`src/rtl/spq_pkg.sv`:
```
// ----------------------------------------------------------------------------
// spq_pkg
// Types, codes and helpers shared by the sorted priority queue modules.
// ----------------------------------------------------------------------------
package spq_pkg;

    localparam int DAYS   = 7;
    localparam int DAY_W  = 3;
    localparam int PRIO_W = 7;
    localparam int MOD_W  = 11;
    localparam int TAG_W  = 16;
    localparam int OCC_W  = 7;

    localparam logic [1:0] OP_INSERT = 2'd0;
    localparam logic [1:0] OP_POP    = 2'd1;
    localparam logic [1:0] OP_QUERY  = 2'd2;

    localparam logic [1:0] ST_OK      = 2'd0;
    localparam logic [1:0] ST_INVALID = 2'd1;
    localparam logic [1:0] ST_FULL    = 2'd2;
    localparam logic [1:0] ST_EMPTY   = 2'd3;

    localparam logic [PRIO_W-1:0] PRIO_MIN = 7'd1;
    localparam logic [PRIO_W-1:0] PRIO_MAX = 7'd100;
    localparam logic [5:0]        HOURS    = 6'd24;
    localparam logic [5:0]        MINUTES  = 6'd60;
    localparam logic [MOD_W-1:0]  MIN_PER_HOUR = 11'd60;

    typedef struct packed {
        logic [1:0]        opcode;
        logic [PRIO_W-1:0] priority_req;
        logic [5:0]        hour;
        logic [5:0]        minute;
        logic [7:0]        day_letter;
        logic [TAG_W-1:0]  tag;
    } cmd_t;

    typedef struct packed {
        logic [1:0]        status;
        logic [PRIO_W-1:0] out_priority;
        logic [MOD_W-1:0]  out_minute_of_day;
        logic [DAY_W-1:0]  out_day_index;
        logic [TAG_W-1:0]  out_tag;
        logic [OCC_W-1:0]  occupancy;
    } res_t;

    typedef struct packed {
        logic [PRIO_W-1:0] prio;
        logic [MOD_W-1:0]  mod;
        logic [DAY_W-1:0]  day;
        logic [TAG_W-1:0]  tag;
    } entry_t;

    // broadcast to every cell
    typedef struct packed {
        logic   ins;
        logic   pop;
        entry_t new_entry;
    } cell_ctrl_t;

    typedef struct packed {
        logic             inc;
        logic [DAY_W-1:0] inc_day;
        logic             dec;
        logic [DAY_W-1:0] dec_day;
    } tally_ctrl_t;

    typedef struct packed {
        logic             ok;
        logic [DAY_W-1:0] idx;
    } day_code_t;

    function automatic day_code_t decode_day(input logic [7:0] letter);
        day_code_t r;
        r.ok = 1'b1;
        case (letter)
            8'h4C:   r.idx = 3'd0;  // L
            8'h4D:   r.idx = 3'd1;  // M
            8'h58:   r.idx = 3'd2;  // X
            8'h4A:   r.idx = 3'd3;  // J
            8'h56:   r.idx = 3'd4;  // V
            8'h53:   r.idx = 3'd5;  // S
            8'h44:   r.idx = 3'd6;  // D
            default:
            begin
                r.ok  = 1'b0;
                r.idx = 3'd0;
            end
        endcase
        return r;
    endfunction

    // true when key (p, m) sorts ahead of or equal to entry e
    function automatic logic goes_before(input logic [PRIO_W-1:0] p,
                                         input logic [MOD_W-1:0] m,
                                         input entry_t e);
        return (p < e.prio) || ((p == e.prio) && (m <= e.mod));
    endfunction

endpackage

```
`src/rtl/spq_tally.sv`:
```
// ----------------------------------------------------------------------------
// spq_tally
// Per-weekday entry counters and the busiest-weekday pick.
// ----------------------------------------------------------------------------
module spq_tally #(
    parameter int CNT_W = 7
) (
    input  logic                  clk,
    input  logic                  rst_n,
    input  spq_pkg::tally_ctrl_t  ctrl,
    output logic [spq_pkg::DAY_W-1:0] busiest
);
    import spq_pkg::*;

    logic [CNT_W-1:0] count_reg  [DAYS];
    logic [CNT_W-1:0] count_next [DAYS];

    always_comb
    begin
        for (int i = 0; i < DAYS; i++)
        begin
            count_next[i] = count_reg[i];
            if (ctrl.inc && (ctrl.inc_day == DAY_W'(i)))
            begin
                count_next[i] = count_reg[i] + CNT_W'(1);
            end
            if (ctrl.dec && (ctrl.dec_day == DAY_W'(i)) && (count_reg[i] != '0))
            begin
                count_next[i] = count_reg[i] - CNT_W'(1);
            end
        end
    end

    // strict compare keeps the earliest weekday on a tie
    always_comb
    begin
        logic [CNT_W-1:0] best_cnt;
        best_cnt = count_reg[0];
        busiest  = '0;
        for (int i = 1; i < DAYS; i++)
        begin
            if (count_reg[i] > best_cnt)
            begin
                best_cnt = count_reg[i];
                busiest  = DAY_W'(i);
            end
        end
    end

    always_ff @(posedge clk or negedge rst_n)
    begin
        if (!rst_n)
        begin
            for (int i = 0; i < DAYS; i++)
            begin
                count_reg[i] <= '0;
            end
        end
        else
        begin
            for (int i = 0; i < DAYS; i++)
            begin
                count_reg[i] <= count_next[i];
            end
        end
    end

endmodule

```
`config.mk`:
```
export PLATFORM = sky130hd
export DESIGN_NAME = spq_tally
export DESIGN_NICKNAME = d
export VERILOG_FILES = /design/src/rtl/spq_pkg.sv /design/src/rtl/spq_tally.sv
export SDC_FILE = /design/constraint.sdc
export NUM_CORES = 1
export LEC_CHECK = 0
export BUFFER_PORTS_ARGS = -buffer_cell sky130_fd_sc_hd__buf_4
export CAP_MARGIN = 10
export CORE_MARGIN = 2
export CORE_UTILIZATION = 60
export DETAILED_ROUTE_END_ITERATION = 8
export HOLD_SLACK_MARGIN = 0.15
export PLACE_DENSITY = 0.83
export SKIP_CTS_REPAIR_TIMING = 1
export SLEW_MARGIN = 20
export SYNTH_ARGS = -nofsm -noshare
export SYNTH_HDL_FRONTEND = slang
export SYNTH_SLANG_ARGS = --single-unit
```
`constraint.sdc`:
```
create_clock -name clk -period 11.9 [get_ports clk]
set_input_delay 0.595 -clock clk [delete_from_list [all_inputs] [get_ports clk]]
set_output_delay 0.595 -clock clk [all_outputs]
set_load 0.005 [all_outputs]
```
---- Word-level counts from Yosys, hierarchy flattened ----
Index checks and enable logic that the tools add are counted.
cells by class
  add/subtract/negate cells ............... 14
  multiply operators ...................... 0
  divide/modulo/power cells ............... 0
  $lt $le $gt $ge ......................... 6
  eq/ne operators ......................... 12
  shift operators ......................... 0
  muxes and demuxes ....................... 25
  bitwise operators ....................... 0
  reductions and logical operators ........ 37
operators with widths
  kind                   count
  $mux W7                19
  $add A7 B1 Y7 const B  7
  $reduce_bool A7 Y1     7
  $sub A7 B1 Y7 const B  7
  $gt A7 B7 Y1           6
  $logic_and A1 B1 Y1    21
  $eq A3 B3 Y1 const B   6
  $mux W3                5
  $reduce_bool A2 Y1     7
  $eq A3 B2 Y1 const B   4
  $eq A3 B1 Y1 const B   2
  $logic_not A3 Y1       2
  $mux W1                1
storage, ports and cells
  register bits after elaboration ......... 49
  latch bits .............................. 0
  bits in writable memories ............... 0
  bits in read-only memories .............. 0
  input port bits ......................... 10
  word-level logic and storage cells ...... 101
  memories kept ........................... 0

---- Longest topological paths before layout ----
Gate-level depths: netlist of run 1.
  word-level depth ........................ 12
  depth in mapped cells ................... 55
  gate-level depth less buffers ........... 52

---- Worst setup path before layout of run 1 ----
OpenSTA, ideal clock, no wires.
  path kind ............................... reg2out
  start point ............................. register count_reg[37] (netlist name)
  end point ............................... output port busiest[2] (netlist name)
  arrival ................................. 9244 ps
  slack ................................... 2061 ps
  cell stages (with the launch flop) ...... 51
  path buffers ............................ 3
  cells stage by stage .................... dfrtp_1 ha_1 a21oi_2 a21oi_1 o21bai_1 buf_6 nor2_1 a21oi_1 ha_1 nor2b_1 o21ai_1 nand2b_1 and2_1 maj3_1 a22oi_4 mux2i_1 inv_1 ha_1 (+15 left out) ha_1 a21oi_1 nor2b_1 o21ai_0 o21ai_0 nor2_1 o21bai_1 clkbuf_1 nand3_1 o221a_2 ha_1 nor2b_1 o21ai_0 nand2b_1 a21oi_1 o21ai_0 o21a_1 or2_1
on the way
  longest elaborated chain between the ends .. 12
  elaborated cells on any way between the ends .. 15
ends and longest elaborated chain
  element                           line             RTL
  start: declaration                spq_tally.sv:15  logic [CNT_W-1:0] count_reg [DAYS];
  start signal: indexed assignment  spq_tally.sv:63  count_reg[i] <= count_next[i];
  $gt A7 B7 Y1                      spq_tally.sv:42  if (count_reg[i] > best_cnt)
  $mux W7 (*)                       spq_tally.sv:42
  $gt A7 B7 Y1                      spq_tally.sv:42
  $mux W7 (*)                       spq_tally.sv:42
  $gt A7 B7 Y1                      spq_tally.sv:42
  $mux W7                           spq_tally.sv:42
  $gt A7 B7 Y1                      spq_tally.sv:42
  $mux W7                           spq_tally.sv:42
  $gt A7 B7 Y1                      spq_tally.sv:42
  $mux W7                           spq_tally.sv:42
  $gt A7 B7 Y1                      spq_tally.sv:42
  $mux W3 (*)                       spq_tally.sv:42
  end: declaration                  spq_tally.sv:11  output logic [spq_pkg::DAY_W-1:0] busiest
Mark *: on every way between the ends. The rest lies on a longest branch, timed or not.

---- Final worst setup path of run 1 ----
  start point ............................. register count_reg[45] (netlist name)
  end point ............................... output port busiest[2] (netlist name)
The elaborated chain is that of the path after synthesis.

==> results.txt, run 1 <==
The floorplan step set the die height to 95.2 um. The later pin in the worst-skew pair is clocked with a latency of 0.32 ns. On the worst path, the slowest cell contributes a delay of 0.49 ns. The final-layout setup total negative slack was 0 ns. Fill cells in the final layout number 613.

Row generation in the floorplan step produced 33 rows. The startpoint identified for the worst register-to-register timing path is count_reg[38]. Via count of the routed design: 4223. The critical path is of the register to primary output type.

After synthesis, the mean cell area works out to 8.74 um^2. The number of instances in the placed design is 678. The run gives 0.283 as the max-slew headroom at the worst pin.

Setup violations remaining at the end of the flow were counted as 0. The region available for standard cell placement spans 0.00813 mm^2. For the worst setup path, the data arrival time is 10.63 ns. The logs give 11.31 ns for the endpoint required time on the critical path and 0 for the initial antenna violation count.

The first-pass GRT wire length is 19300 um. During synthesis, Yosys emitted a total of 0 warnings. The area growth from synthesis to layout is 6.55%. Number of hold violations in the final report: 0. In the layout the commonest cells are sky130_fd_sc_hd__ha_1 (74), sky130_fd_sc_hd__inv_1 (59), sky130_fd_sc_hd__a21oi_1 (53), sky130_fd_sc_hd__dfrtp_1 (49), sky130_fd_sc_hd__o21ai_0 (39). Sink count of the clock tree: 49.

In this run the number of H-tree levels came out at 2. The number of enable-type register cells in the synthesized netlist is 0, and the maximum clock rate is 89.1 MHz. In this run, distinct cell masters in the synthesized netlist total 55.

The die covers 0.00906 mm^2. The portion of synthesized cell area occupied by the leading cell type was 0.246; the fraction of synthesis flops using an asynchronous set or reset pin was 1.00. The detailed-route wire length per cell came out at 16.9 um.

The flow ran to the end, and the final reports show no timing, DRC or antenna violations. The tightest min-delay check is of the input pin to async pin type. The run gives 662 as the post-synth net total.

The final count of pins violating max slew is 0, and the setup clock skew after layout is 0.00967 ns. The largest individual stage delay along the critical path comes from the cell sky130_fd_sc_hd__dfrtp_1. Antenna diode count: 0.

The logs give 0 for the residual antenna-violating net count after detailed routing and 688 for the filler-free cell count of the finished design. The tools report the sequential-to-total area share from yosys stat as 0.246. STA classifies the critical path startpoint as a register. TritonCTS built the clock tree. The first TritonRoute pass finished after 5 iterations. The floorplan step set the die width to 95.2 um. The logs give 0.653 for the final core area utilization and 13 for the count of pins on the block boundary.

At the end of the flow, the number of nets in the layout was 673. Setup repair after global routing left no endpoint under its margin. In this run the worst path has a maximum fanout of 16.

Residual overflow from global routing: 0. The HPWL after detailed placement is 9020 um. Setup slack on the critical path of the routed design comes to 0.677 ns. Counting flops and latches in the post-synthesis netlist gives 49. Summed over all instances, the cell type with the most area after synthesis is sky130_fd_sc_hd__dfrtp_1. Post-place setup slack: 0.449 ns. STA classifies the critical path endpoint as a primary output.

The number of cells on the worst reg-to-reg path is 12. Ranked by total cell area, the synthesized netlist is headed by sky130_fd_sc_hd__dfrtp_1 (25%), sky130_fd_sc_hd__ha_1 (19%), sky130_fd_sc_hd__xnor2_1 (6.3%). Global-route usage over all layers: 0.269. Counting along the longest clock path gives a buffer depth of 2.

The tools report the number of cells produced by synthesis as 571. The capture point of the worst reg-to-reg path was count_reg[41]. The run gives 0.613 as the initial standard-cell utilization of the core.

For this run, design rule violations remaining after detail routing come to 0. In this run the register-to-register setup slack is 8.76 ns. Entering global routing, the biggest net connects 50 pins. Commonest register cell after synthesis: sky130_fd_sc_hd__dfrtp_1. The tools report the number of global-route vias before repair as 4124. The tree is rooted in a sky130_fd_sc_hd__clkbuf_8.

After detailed routing, the total wire length is 11600 um. Number of flip-flops in the largest register: 49. The time the final worst path needs with I/O delays and setup is 11.22 ns. TritonCTS created 5 clock buffers. Final worst-path cycle share: 0.943. The transition time of the tightest slew-check pin was 1.07 ns; the post-CTS clock slew at the launch and capture registers of the worst setup and hold paths was 0.10 ns. The share of cells above drive strength 1 was 0.0789; the ratio of routed vias to standard cells was 6.14.

For this block, the initial DRC count from the detailed router was 272. Port buffering added 12 buffers. In this design, the critical path's most frequently occurring cell is sky130_fd_sc_hd__ha_1. The final RePlAce weighted congestion was 0.906; the cell area after technology mapping was 0.00499 mm^2. The library cell used most frequently in the layout, excluding fill and tap cells, is sky130_fd_sc_hd__ha_1.

The max-cap check violation count is 0.
-- cells by family after synthesis --
logic type,count (synthesis),synth area share
DFF,49,0.246
muxes,22,0.0469
and+or+nand+nor,119,0.117
AOI/OAI and AO/OA,180,0.235
adders and majority gates,83,0.218
xor gates and xnor gates,47,0.0825
buffers and inverters,71,0.0552
-- how the worst max path moves through the flow --
stage                              from         end  slack [ns]  cells past startpoint
final                     count_reg[45]  busiest[2]        0.68                     48
after global routing      count_reg[47]  busiest[2]        0.06                     47
after CTS                 count_reg[44]  busiest[2]        0.11                     48
after detailed placement  count_reg[44]  busiest[2]        0.45                     48
after global placement    count_reg[44]  busiest[2]        0.94                     49
after floorplan           count_reg[37]  busiest[2]        2.06                     50
-- routing by layer --
layer / global-route usage / share of wire / up-vias
met1: 0.360 / 0.44 / 2021
met2: 0.461 / 0.49 / 128
met4: 0.0725 / 0.021 / 0
met3: 0.0308 / 0.049 / 24
met5: 0 / 0 / -
li1: - / - / 2050
-- area by class of cell --
class | count | area, um^2 | area share
inverters | 59 | 221 | 0.0417
repair buffers | 16 | 120 | 0.0226
well taps | 105 | 131 | 0.0247
flip-flops and latches | 49 | 1230 | 0.231
clock buffers | 6 | 72.6 | 0.0137
multi-input cells | 451 | 3530 | 0.664
clock inverters | 2 | 15.0 | 0.00282
-- worst max-delay path: cells and delay by family (launching register included) --
kind | cells | cell delay (ns)
fa+ha+maj | 8 | 2.44
simple gates | 9 | 1.25
mux | 4 | 1.19
flops | 1 | 0.49
compound gates | 24 | 4.60
buf+inv | 3 | 0.32
-- cells in the mapped netlist (2+ instances only) --
library cell / count
sky130_fd_sc_hd__ha_1: 74
sky130_fd_sc_hd__a31oi_1: 6
sky130_fd_sc_hd__o21ai_0: 39
sky130_fd_sc_hd__a21oi_1: 54
sky130_fd_sc_hd__o21a_1: 10
sky130_fd_sc_hd__and3_1: 3
sky130_fd_sc_hd__xor2_1: 11
sky130_fd_sc_hd__mux2i_2: 2
sky130_fd_sc_hd__a211oi_1: 4
sky130_fd_sc_hd__nor2b_1: 5
sky130_fd_sc_hd__inv_1: 59
sky130_fd_sc_hd__fa_1: 7
sky130_fd_sc_hd__nand3_1: 14
sky130_fd_sc_hd__nor4_1: 7
sky130_fd_sc_hd__and2_1: 3
sky130_fd_sc_hd__clkbuf_1: 9
sky130_fd_sc_hd__mux2i_1: 15
sky130_fd_sc_hd__a2111oi_0: 2
sky130_fd_sc_hd__nor3_1: 9
sky130_fd_sc_hd__nand2_1: 38
sky130_fd_sc_hd__nand4_1: 3
sky130_fd_sc_hd__o221a_2: 4
sky130_fd_sc_hd__xnor2_1: 36
sky130_fd_sc_hd__o21bai_1: 18
sky130_fd_sc_hd__nand2b_1: 5
sky130_fd_sc_hd__dfrtp_1: 49
sky130_fd_sc_hd__a22oi_1: 2
sky130_fd_sc_hd__a21o_1: 26
sky130_fd_sc_hd__nor2_1: 24
sky130_fd_sc_hd__mux2_2: 5
sky130_fd_sc_hd__a21oi_2: 2
sky130_fd_sc_hd__o211ai_1: 2
sky130_fd_sc_hd__maj3_1: 2
-- metrics by stage --
step                      cell area, um^2  hold slack [ns]
after global routing                 5320            0.350
after CTS                            5260            0.329
after detailed placement             5170            0.520
after floorplan                      4990            0.299
after global placement               5170            0.505
final                                5320            0.299
Power of run 1 is not shown: default switching activity piles up to over one toggle a cycle in this logic, so the estimate is an artifact.
==> inputs of run 2 (changes only) <==
--- a/config.mk
+++ b/config.mk
@@ -8,10 +8,10 @@
 export BUFFER_PORTS_ARGS = -buffer_cell sky130_fd_sc_hd__buf_4
 export CAP_MARGIN = 10
 export CORE_MARGIN = 2
-export CORE_UTILIZATION = 60
+export CORE_UTILIZATION = 40
 export DETAILED_ROUTE_END_ITERATION = 8
 export HOLD_SLACK_MARGIN = 0.15
-export PLACE_DENSITY = 0.83
+export PLACE_DENSITY = 0.61
 export SKIP_CTS_REPAIR_TIMING = 1
 export SLEW_MARGIN = 20
 export SYNTH_ARGS = -nofsm -noshare
==> constraint.sdc (replaced) <==
create_clock -name clk -period 11.9 [get_ports clk]
set_input_delay 0.595 -clock clk [delete_from_list [all_inputs] [get_ports clk]]
set_output_delay 0.595 -clock clk [all_outputs]
set_load 0.05 [all_outputs]
==> run 2 against run 1 <==
Against the previous run:
- die area is 48% higher
- clock skew is 0.0032 ns lower
- wire length is 0.72% higher
- flip-flop and latch count did not move
- via count is 3.7% lower
- global-route usage fell by 7.9 points
- sequential share of layout area decreased by 0.64 points
- largest cell class unchanged
==> results.txt, run 2 (synthesized netlist as in run 1, its figures left out) <==
The run finished with clean final reports. The transition time of the tightest slew-check pin is 1.04 ns (-0.0297 ns). The run gives 49 (unchanged) as the sink count of the clock tree.

The largest fanout on the critical path is 16 (unchanged). The run gives 90.5 MHz (+1.6%) as the maximum clock rate. Final count of pins violating max slew: 0 (unchanged). The initial standard-cell utilization of the core is 0.412 (-0.201). The depth of the worst register-to-register path came out at 12 (unchanged).

The area of the core region is 0.0121 mm^2 (+49%). Broken down by cell family, the worst path's largest delay share belongs to compound AO/OA/AOI/OAI gates. The final-layout setup total negative slack is 0 ns (unchanged), and the final wirelength is 11700 um (+0.72%). The time the final worst path needs with I/O delays and setup works out to 11.05 ns (-0.177 ns). The final worst-path cycle share was 0.928 (-0.0149); the setup-violating endpoint count in the final report was 0 (unchanged). The tools report the number of global-route vias before repair as 4113 (-0.27%). The initial antenna violation count is 0 (unchanged), and the share of cells above drive strength 1 is 0.0803 (+0.00144). First-iteration detailed-routing DRC count: 265 (-2.6%). The critical path's most frequent cell was sky130_fd_sc_hd__ha_1. The width of the die is 116 um (+22%), and the flip-flop and latch area is 0.00123 mm^2 (unchanged). The antenna diode count is 0 (unchanged), and the setup clock skew after layout is 0.00648 ns (-0.00320 ns). In the layout the commonest cells are sky130_fd_sc_hd__ha_1 (74), sky130_fd_sc_hd__inv_1 (59), sky130_fd_sc_hd__a21oi_1 (54), sky130_fd_sc_hd__dfrtp_1 (49), sky130_fd_sc_hd__o21ai_0 (39). The quantity of I/O buffers inserted on ports is 12 (unchanged). The slowest stage of the critical path belongs to the cell sky130_fd_sc_hd__o41a_1. The kind of end point of the critical path is a primary output. The max-slew headroom at the worst pin is 0.303 (+0.0199), and the floorplan die area is 0.0134 mm^2 (+48%). Slack of the critical path: 0.854 ns (+0.177 ns).

The global-route usage over all layers was 0.190 (-0.0789). The maximum number of pins on one net before global-route repair is 50 (unchanged). Path category of the worst min-delay check: input pin to async pin. The run gives 0 (unchanged) as the residual antenna-violating net count after detailed routing. The final core area utilization was 0.451 (-0.202). The estimated wirelength of the detail-placed design was 9320 um (+3.4%); the multi-input logic area was 0.00352 mm^2 (-0.18%).

Leaving out fill and tap cells, the most frequent cell in the layout is sky130_fd_sc_hd__ha_1. The layout-stage area growth over the synthesis result came out at 9.61%. The max-cap check violation count is 0 (unchanged).

The number of hold violations in the final report was 0 (unchanged). The logs give 0 (unchanged) for the DRC violation count after routing and 2 (unchanged) for the number of buffers on the longest clock path. The post-place setup slack was 0.810 ns (+0.361 ns); the peak per-stage delay on the critical path was 0.46 ns (-0.03 ns).

The number of buffers added by the clock tree synthesis step is 5 (unchanged). The logic depth of the worst path, buffers included came out at 50 (+4.2%). The post-CTS clock slew at the launch and capture registers of the worst setup and hold paths is 0.07 ns (-0.03 ns), and the number of flip-flops in the largest register is 49 (unchanged). The floorplan die height works out to 116 um (+22%). The worst setup path is of the register to primary output kind. For the residual overflow from global routing, the log shows 0 (unchanged). The via count of the routed design was 4067 (-3.7%). The logs give 40 (+21%) for the number of placement rows and 11.31 ns (about the same) for the endpoint required time on the critical path. TritonCTS built the clock tree. The detailed-route wire length per cell is 15.6 um (-8.0%), and the fill cell instance count of the final layout is 1216 (+98%). The area of placed instances was 0.00527 mm^2 (+1.8%).

For the later-pin clock latency in the skew report, the log shows 0.30 ns (-0.02 ns). The number of optimization iterations in the first detailed-route pass is 4 (-1). The tools report the clock root buffer as sky130_fd_sc_hd__clkbuf_16. For the post-layout net count, the log shows 675 (+0.30%). The sum of buffers and inverters on the critical path came out at 4 (+1). The depth of the CTS H-tree was 2 (unchanged); the final RePlAce weighted congestion was 0.924 (+2.0%).

The first-pass GRT wire length was 20000 um (+3.6%). The arrival time at the worst endpoint is 10.45 ns (-0.18 ns). Setup repair after global routing left no endpoint under its margin. The final design instance area without fill was 0.00547 mm^2 (+2.9%). The ratio of routed vias to standard cells was 5.40 (-12%). The worst setup path is launched from a register. Count of pins on the block boundary: 13 (unchanged).
run 2: area by class of cell:
| cell class | instances | area share |
|---|---|---|
| Tap cell | 168 | 0.0384 |
| Clock inverter | 2 | 0.00252 |
| Multi-Input combinational cell | 451 | 0.644 |
| Clock buffer | 6 | 0.0254 |
| Sequential cell | 49 | 0.224 |
| Timing Repair Buffer | 18 | 0.0247 |
| Inverter | 59 | 0.0405 |
run 2: metal layers:
| layer | vias up | track usage | wire (um) |
|---|---|---|---|
| li1 | 2057 | - | - |
| met1 | 1945 | 0.248 | 5550 |
| met2 | 42 | 0.321 | 5560 |
| met3 | 23 | 0.0293 | 273 |
| met4 | 0 | 0.0690 | 331 |
| met5 | - | 0 | 0 |
run 2: stage by stage:
step                cells  hold WS, ns
finish                753        0.322
global route          753        0.388
CTS                   751        0.358
detailed placement    743        0.515
global placement      743        0.512
floorplan             571        0.299
run 2: final timing paths:
kind	start	to	slack, ns
worst min-delay path	rst_n	count_reg[35]	0.32
worst max-delay path	count_reg[44]	busiest[2]	0.85
min in group clk	count_reg[48]	count_reg[48]	0.53
max in group asynchronous	rst_n	count_reg[23]	11.12
worst max register to register	count_reg[38]	count_reg[41]	8.69
worst min register to register	count_reg[48]	count_reg[48]	0.53
run 2: worst reg2reg max path, delay by kind of cell (launching register included):
family,cells,cell delay (ns)
fa+ha+maj,1,0.47
buf+inv,2,0.28
simple gates,2,0.18
xor+xnor,2,0.33
flops,1,0.49
compound gates,5,1.35
Power of run 2 is left out for the same reason.
==> inputs of run 3 (changes only) <==
==> constraint.sdc (replaced) <==
create_clock -name clk -period 10.9 [get_ports clk]
set_input_delay 0.545 -clock clk [delete_from_list [all_inputs] [get_ports clk]]
set_output_delay 0.545 -clock clk [all_outputs]
set_load 0.05 [all_outputs]
==> run 3 against run 2 <==
Against the previous run:
- global-route usage rose by 0.070 points
- setup slack got worse by 0.53 ns
- utilization rose by 3.4 points
- via count rose by 5.1%
- final cell count rose by 4.0%
- wire length rose by 6.9%
- flip-flop and latch count did not move
- sequential share of layout area fell by 1.5 points
- register-to-register slack got worse by 0.94 ns
- clock-buffer cell count fell by 1
==> results.txt, run 3 (synthesized netlist as in run 1, its figures left out) <==
The flow ran to the end, and the final reports show no timing, DRC or antenna violations. The transition time of the tightest slew-check pin was 1.00 ns (-0.0352 ns); the floorplan die height was 116 um (unchanged). The largest fanout on the critical path is 8 (-8).

Number of buffers on the longest clock path: 2 (unchanged). Family with the most delay on the worst path: compound AO/OA/AOI/OAI gates. The number of global-route vias before repair is 4164 (+1.2%). The peak per-stage delay on the critical path was 0.47 ns (about the same).

Among all stages on the critical path, the largest delay is contributed by sky130_fd_sc_hd__dfrtp_2. Post-place setup slack: 0.0812 ns (-0.729 ns). Later-pin clock latency in the skew report: 0.30 ns (about the same). Worst hold margin: 0.278 ns (-0.0442 ns). Global-route usage over all layers: 0.191 (+0.000702).

For the maximum number of pins on one net before global-route repair, the log shows 50 (unchanged). The final count of pins violating max slew was 0 (unchanged); the filler-free cell count of the finished design was 783 (+4.0%). The final RePlAce weighted congestion is 0.871 (-5.8%). In the layout the commonest cells are sky130_fd_sc_hd__ha_1 (71), sky130_fd_sc_hd__inv_1 (59), sky130_fd_sc_hd__a21oi_1 (51), sky130_fd_sc_hd__buf_4 (46), sky130_fd_sc_hd__dfrtp_1 (45). The number of flip-flops in the largest register works out to 49 (unchanged). The detailed-route wire length per cell came out at 16.0 um (+2.8%).

The residual antenna-violating net count after detailed routing is 0 (unchanged). The ratio of routed vias to standard cells is 5.46 (+1.0%). The arrival time at the worst endpoint was 10.03 ns (-0.42 ns); the max-cap check violation count was 0 (unchanged). The tools report the element type at the critical path start as a register.

TritonCTS built the clock tree. The tools report the antenna diode count as 0 (unchanged). Capture point of the worst reg-to-reg path: count_reg[27].

The area growth from synthesis to layout is 17.8%. The setup-violating endpoint count in the final report was 0 (unchanged). The tree is rooted in a sky130_fd_sc_hd__clkbuf_16. The leading cell type in the layout, fill and taps excluded was sky130_fd_sc_hd__ha_1. The final wirelength came out at 12500 um (+6.9%).

For the slack of the worst reg-to-reg path, the log shows 7.75 ns (-0.94 ns). The run gives 0 ns (unchanged) as the final-layout setup total negative slack. The worst hold path belongs to the class input pin to async pin. The DRC violation count after routing was 0 (unchanged); the number of placement rows was 40 (unchanged). For the number of hold violations in the final report, the log shows 0 (unchanged).

For the initial standard-cell utilization of the core, the log shows 0.412 (unchanged). The floorplan die area is 0.0134 mm^2 (unchanged). The depth of the worst register-to-register path is 12 (unchanged), and the number of buffers added by the clock tree synthesis step is 5 (unchanged). The time the final worst path needs with I/O delays and setup was 10.57 ns; the setup clock skew after layout was 0.00581 ns (-0.000662 ns). The maximum clock rate was 94.6 MHz. The max-slew headroom at the worst pin is 0.327 (+0.0245), and the final worst-path cycle share is 0.970. The post-CTS clock slew at the launch and capture registers of the worst setup and hold paths works out to 0.07 ns (about the same).

Sink count of the clock tree: 49 (unchanged). Kind of end point of the critical path: a primary output. The slack of the critical path was 0.328 ns (-0.527 ns); the count of pins on the block boundary was 13 (unchanged).

The area of the core region is 0.0121 mm^2 (unchanged), and the sum of buffers and inverters on the critical path is 3 (-1). The residual overflow from global routing came out at 0 (unchanged). The endpoint required time on the critical path is 10.36 ns (-0.95 ns), and the quantity of I/O buffers inserted on ports is 12 (unchanged). The width of the die came out at 116 um (unchanged). The logs give 2 (unchanged) for the depth of the CTS H-tree and 705 (+4.4%) for the post-layout net count. The logs give 284 (+7.2%) for the first-iteration detailed-routing DRC count and 20100 um (+0.55%) for the first-pass GRT wire length.

The number of optimization iterations in the first detailed-route pass was 5 (+1); the estimated wirelength of the detail-placed design was 9410 um (+0.95%). The initial antenna violation count was 0 (unchanged). By instance count, the cell type seen most on the critical path is sky130_fd_sc_hd__ha_1.

The share of cells above drive strength 1 works out to 0.164 (+0.0839). In this run the critical register-to-register path is launched from count_reg[24]. The number of instances in the placed design was 745 (+0.27%).

The via count of the routed design was 4273 (+5.1%). The type of the worst setup path is register to primary output.
run 3: worst reg2reg max path: cells and delay by family, from the launching register on:
| kind | cells | cell delay (ns) |
|---|---|---|
| fa+ha+maj | 1 | 0.45 |
| xor+xnor | 2 | 0.27 |
| flops | 1 | 0.55 |
| compound gates | 5 | 1.30 |
| buf+inv | 2 | 0.27 |
| simple gates | 2 | 0.20 |
run 3: routing by layer:
| layer | up-vias | global-route usage | wire length [um] |
|---|---|---|---|
| li1 | 2120 | - | - |
| met1 | 2045 | 0.243 | 5680 |
| met2 | 81 | 0.327 | 6120 |
| met3 | 27 | 0.0345 | 483 |
| met4 | 0 | 0.0651 | 246 |
| met5 | - | 0 | 0 |
run 3: cell type report:
type,instances,area (um^2)
fill,1160,6240
multi-input combinational,451,3650
sequential,49,1230
timing repair buffer,48,368
inverter,59,221
tap,168,210
clock buffer,5,125
clock inverter,3,68.8
run 3: how the worst max path moves through the flow:
stage / startpoint / to / slack, ns / cells after the start
floorplan: count_reg[37] / busiest[0] / 0.55 / 50
global placement: count_reg[45] / busiest[2] / 0.55 / 49
detailed placement: count_reg[44] / busiest[2] / 0.08 / 50
CTS: count_reg[44] / busiest[2] / -0.28 / 50
global route: count_reg[45] / busiest[2] / -0.14 / 51
finish: count_reg[38] / busiest[2] / 0.33 / 48
run 3: stage by stage:
| stage | area (um^2) | utilization |
|---|---|---|
| 2_1_floorplan | 4990 | - |
| 4_1_cts | 5480 | 0.452 |
| 3_3_place_gp | 5280 | 0.436 |
| 3_5_place_dp | 5280 | 0.436 |
| 5_1_grt | 5880 | 0.485 |
| 6_report | 5880 | 0.485 |
Power of run 3 is left out for the same reason.
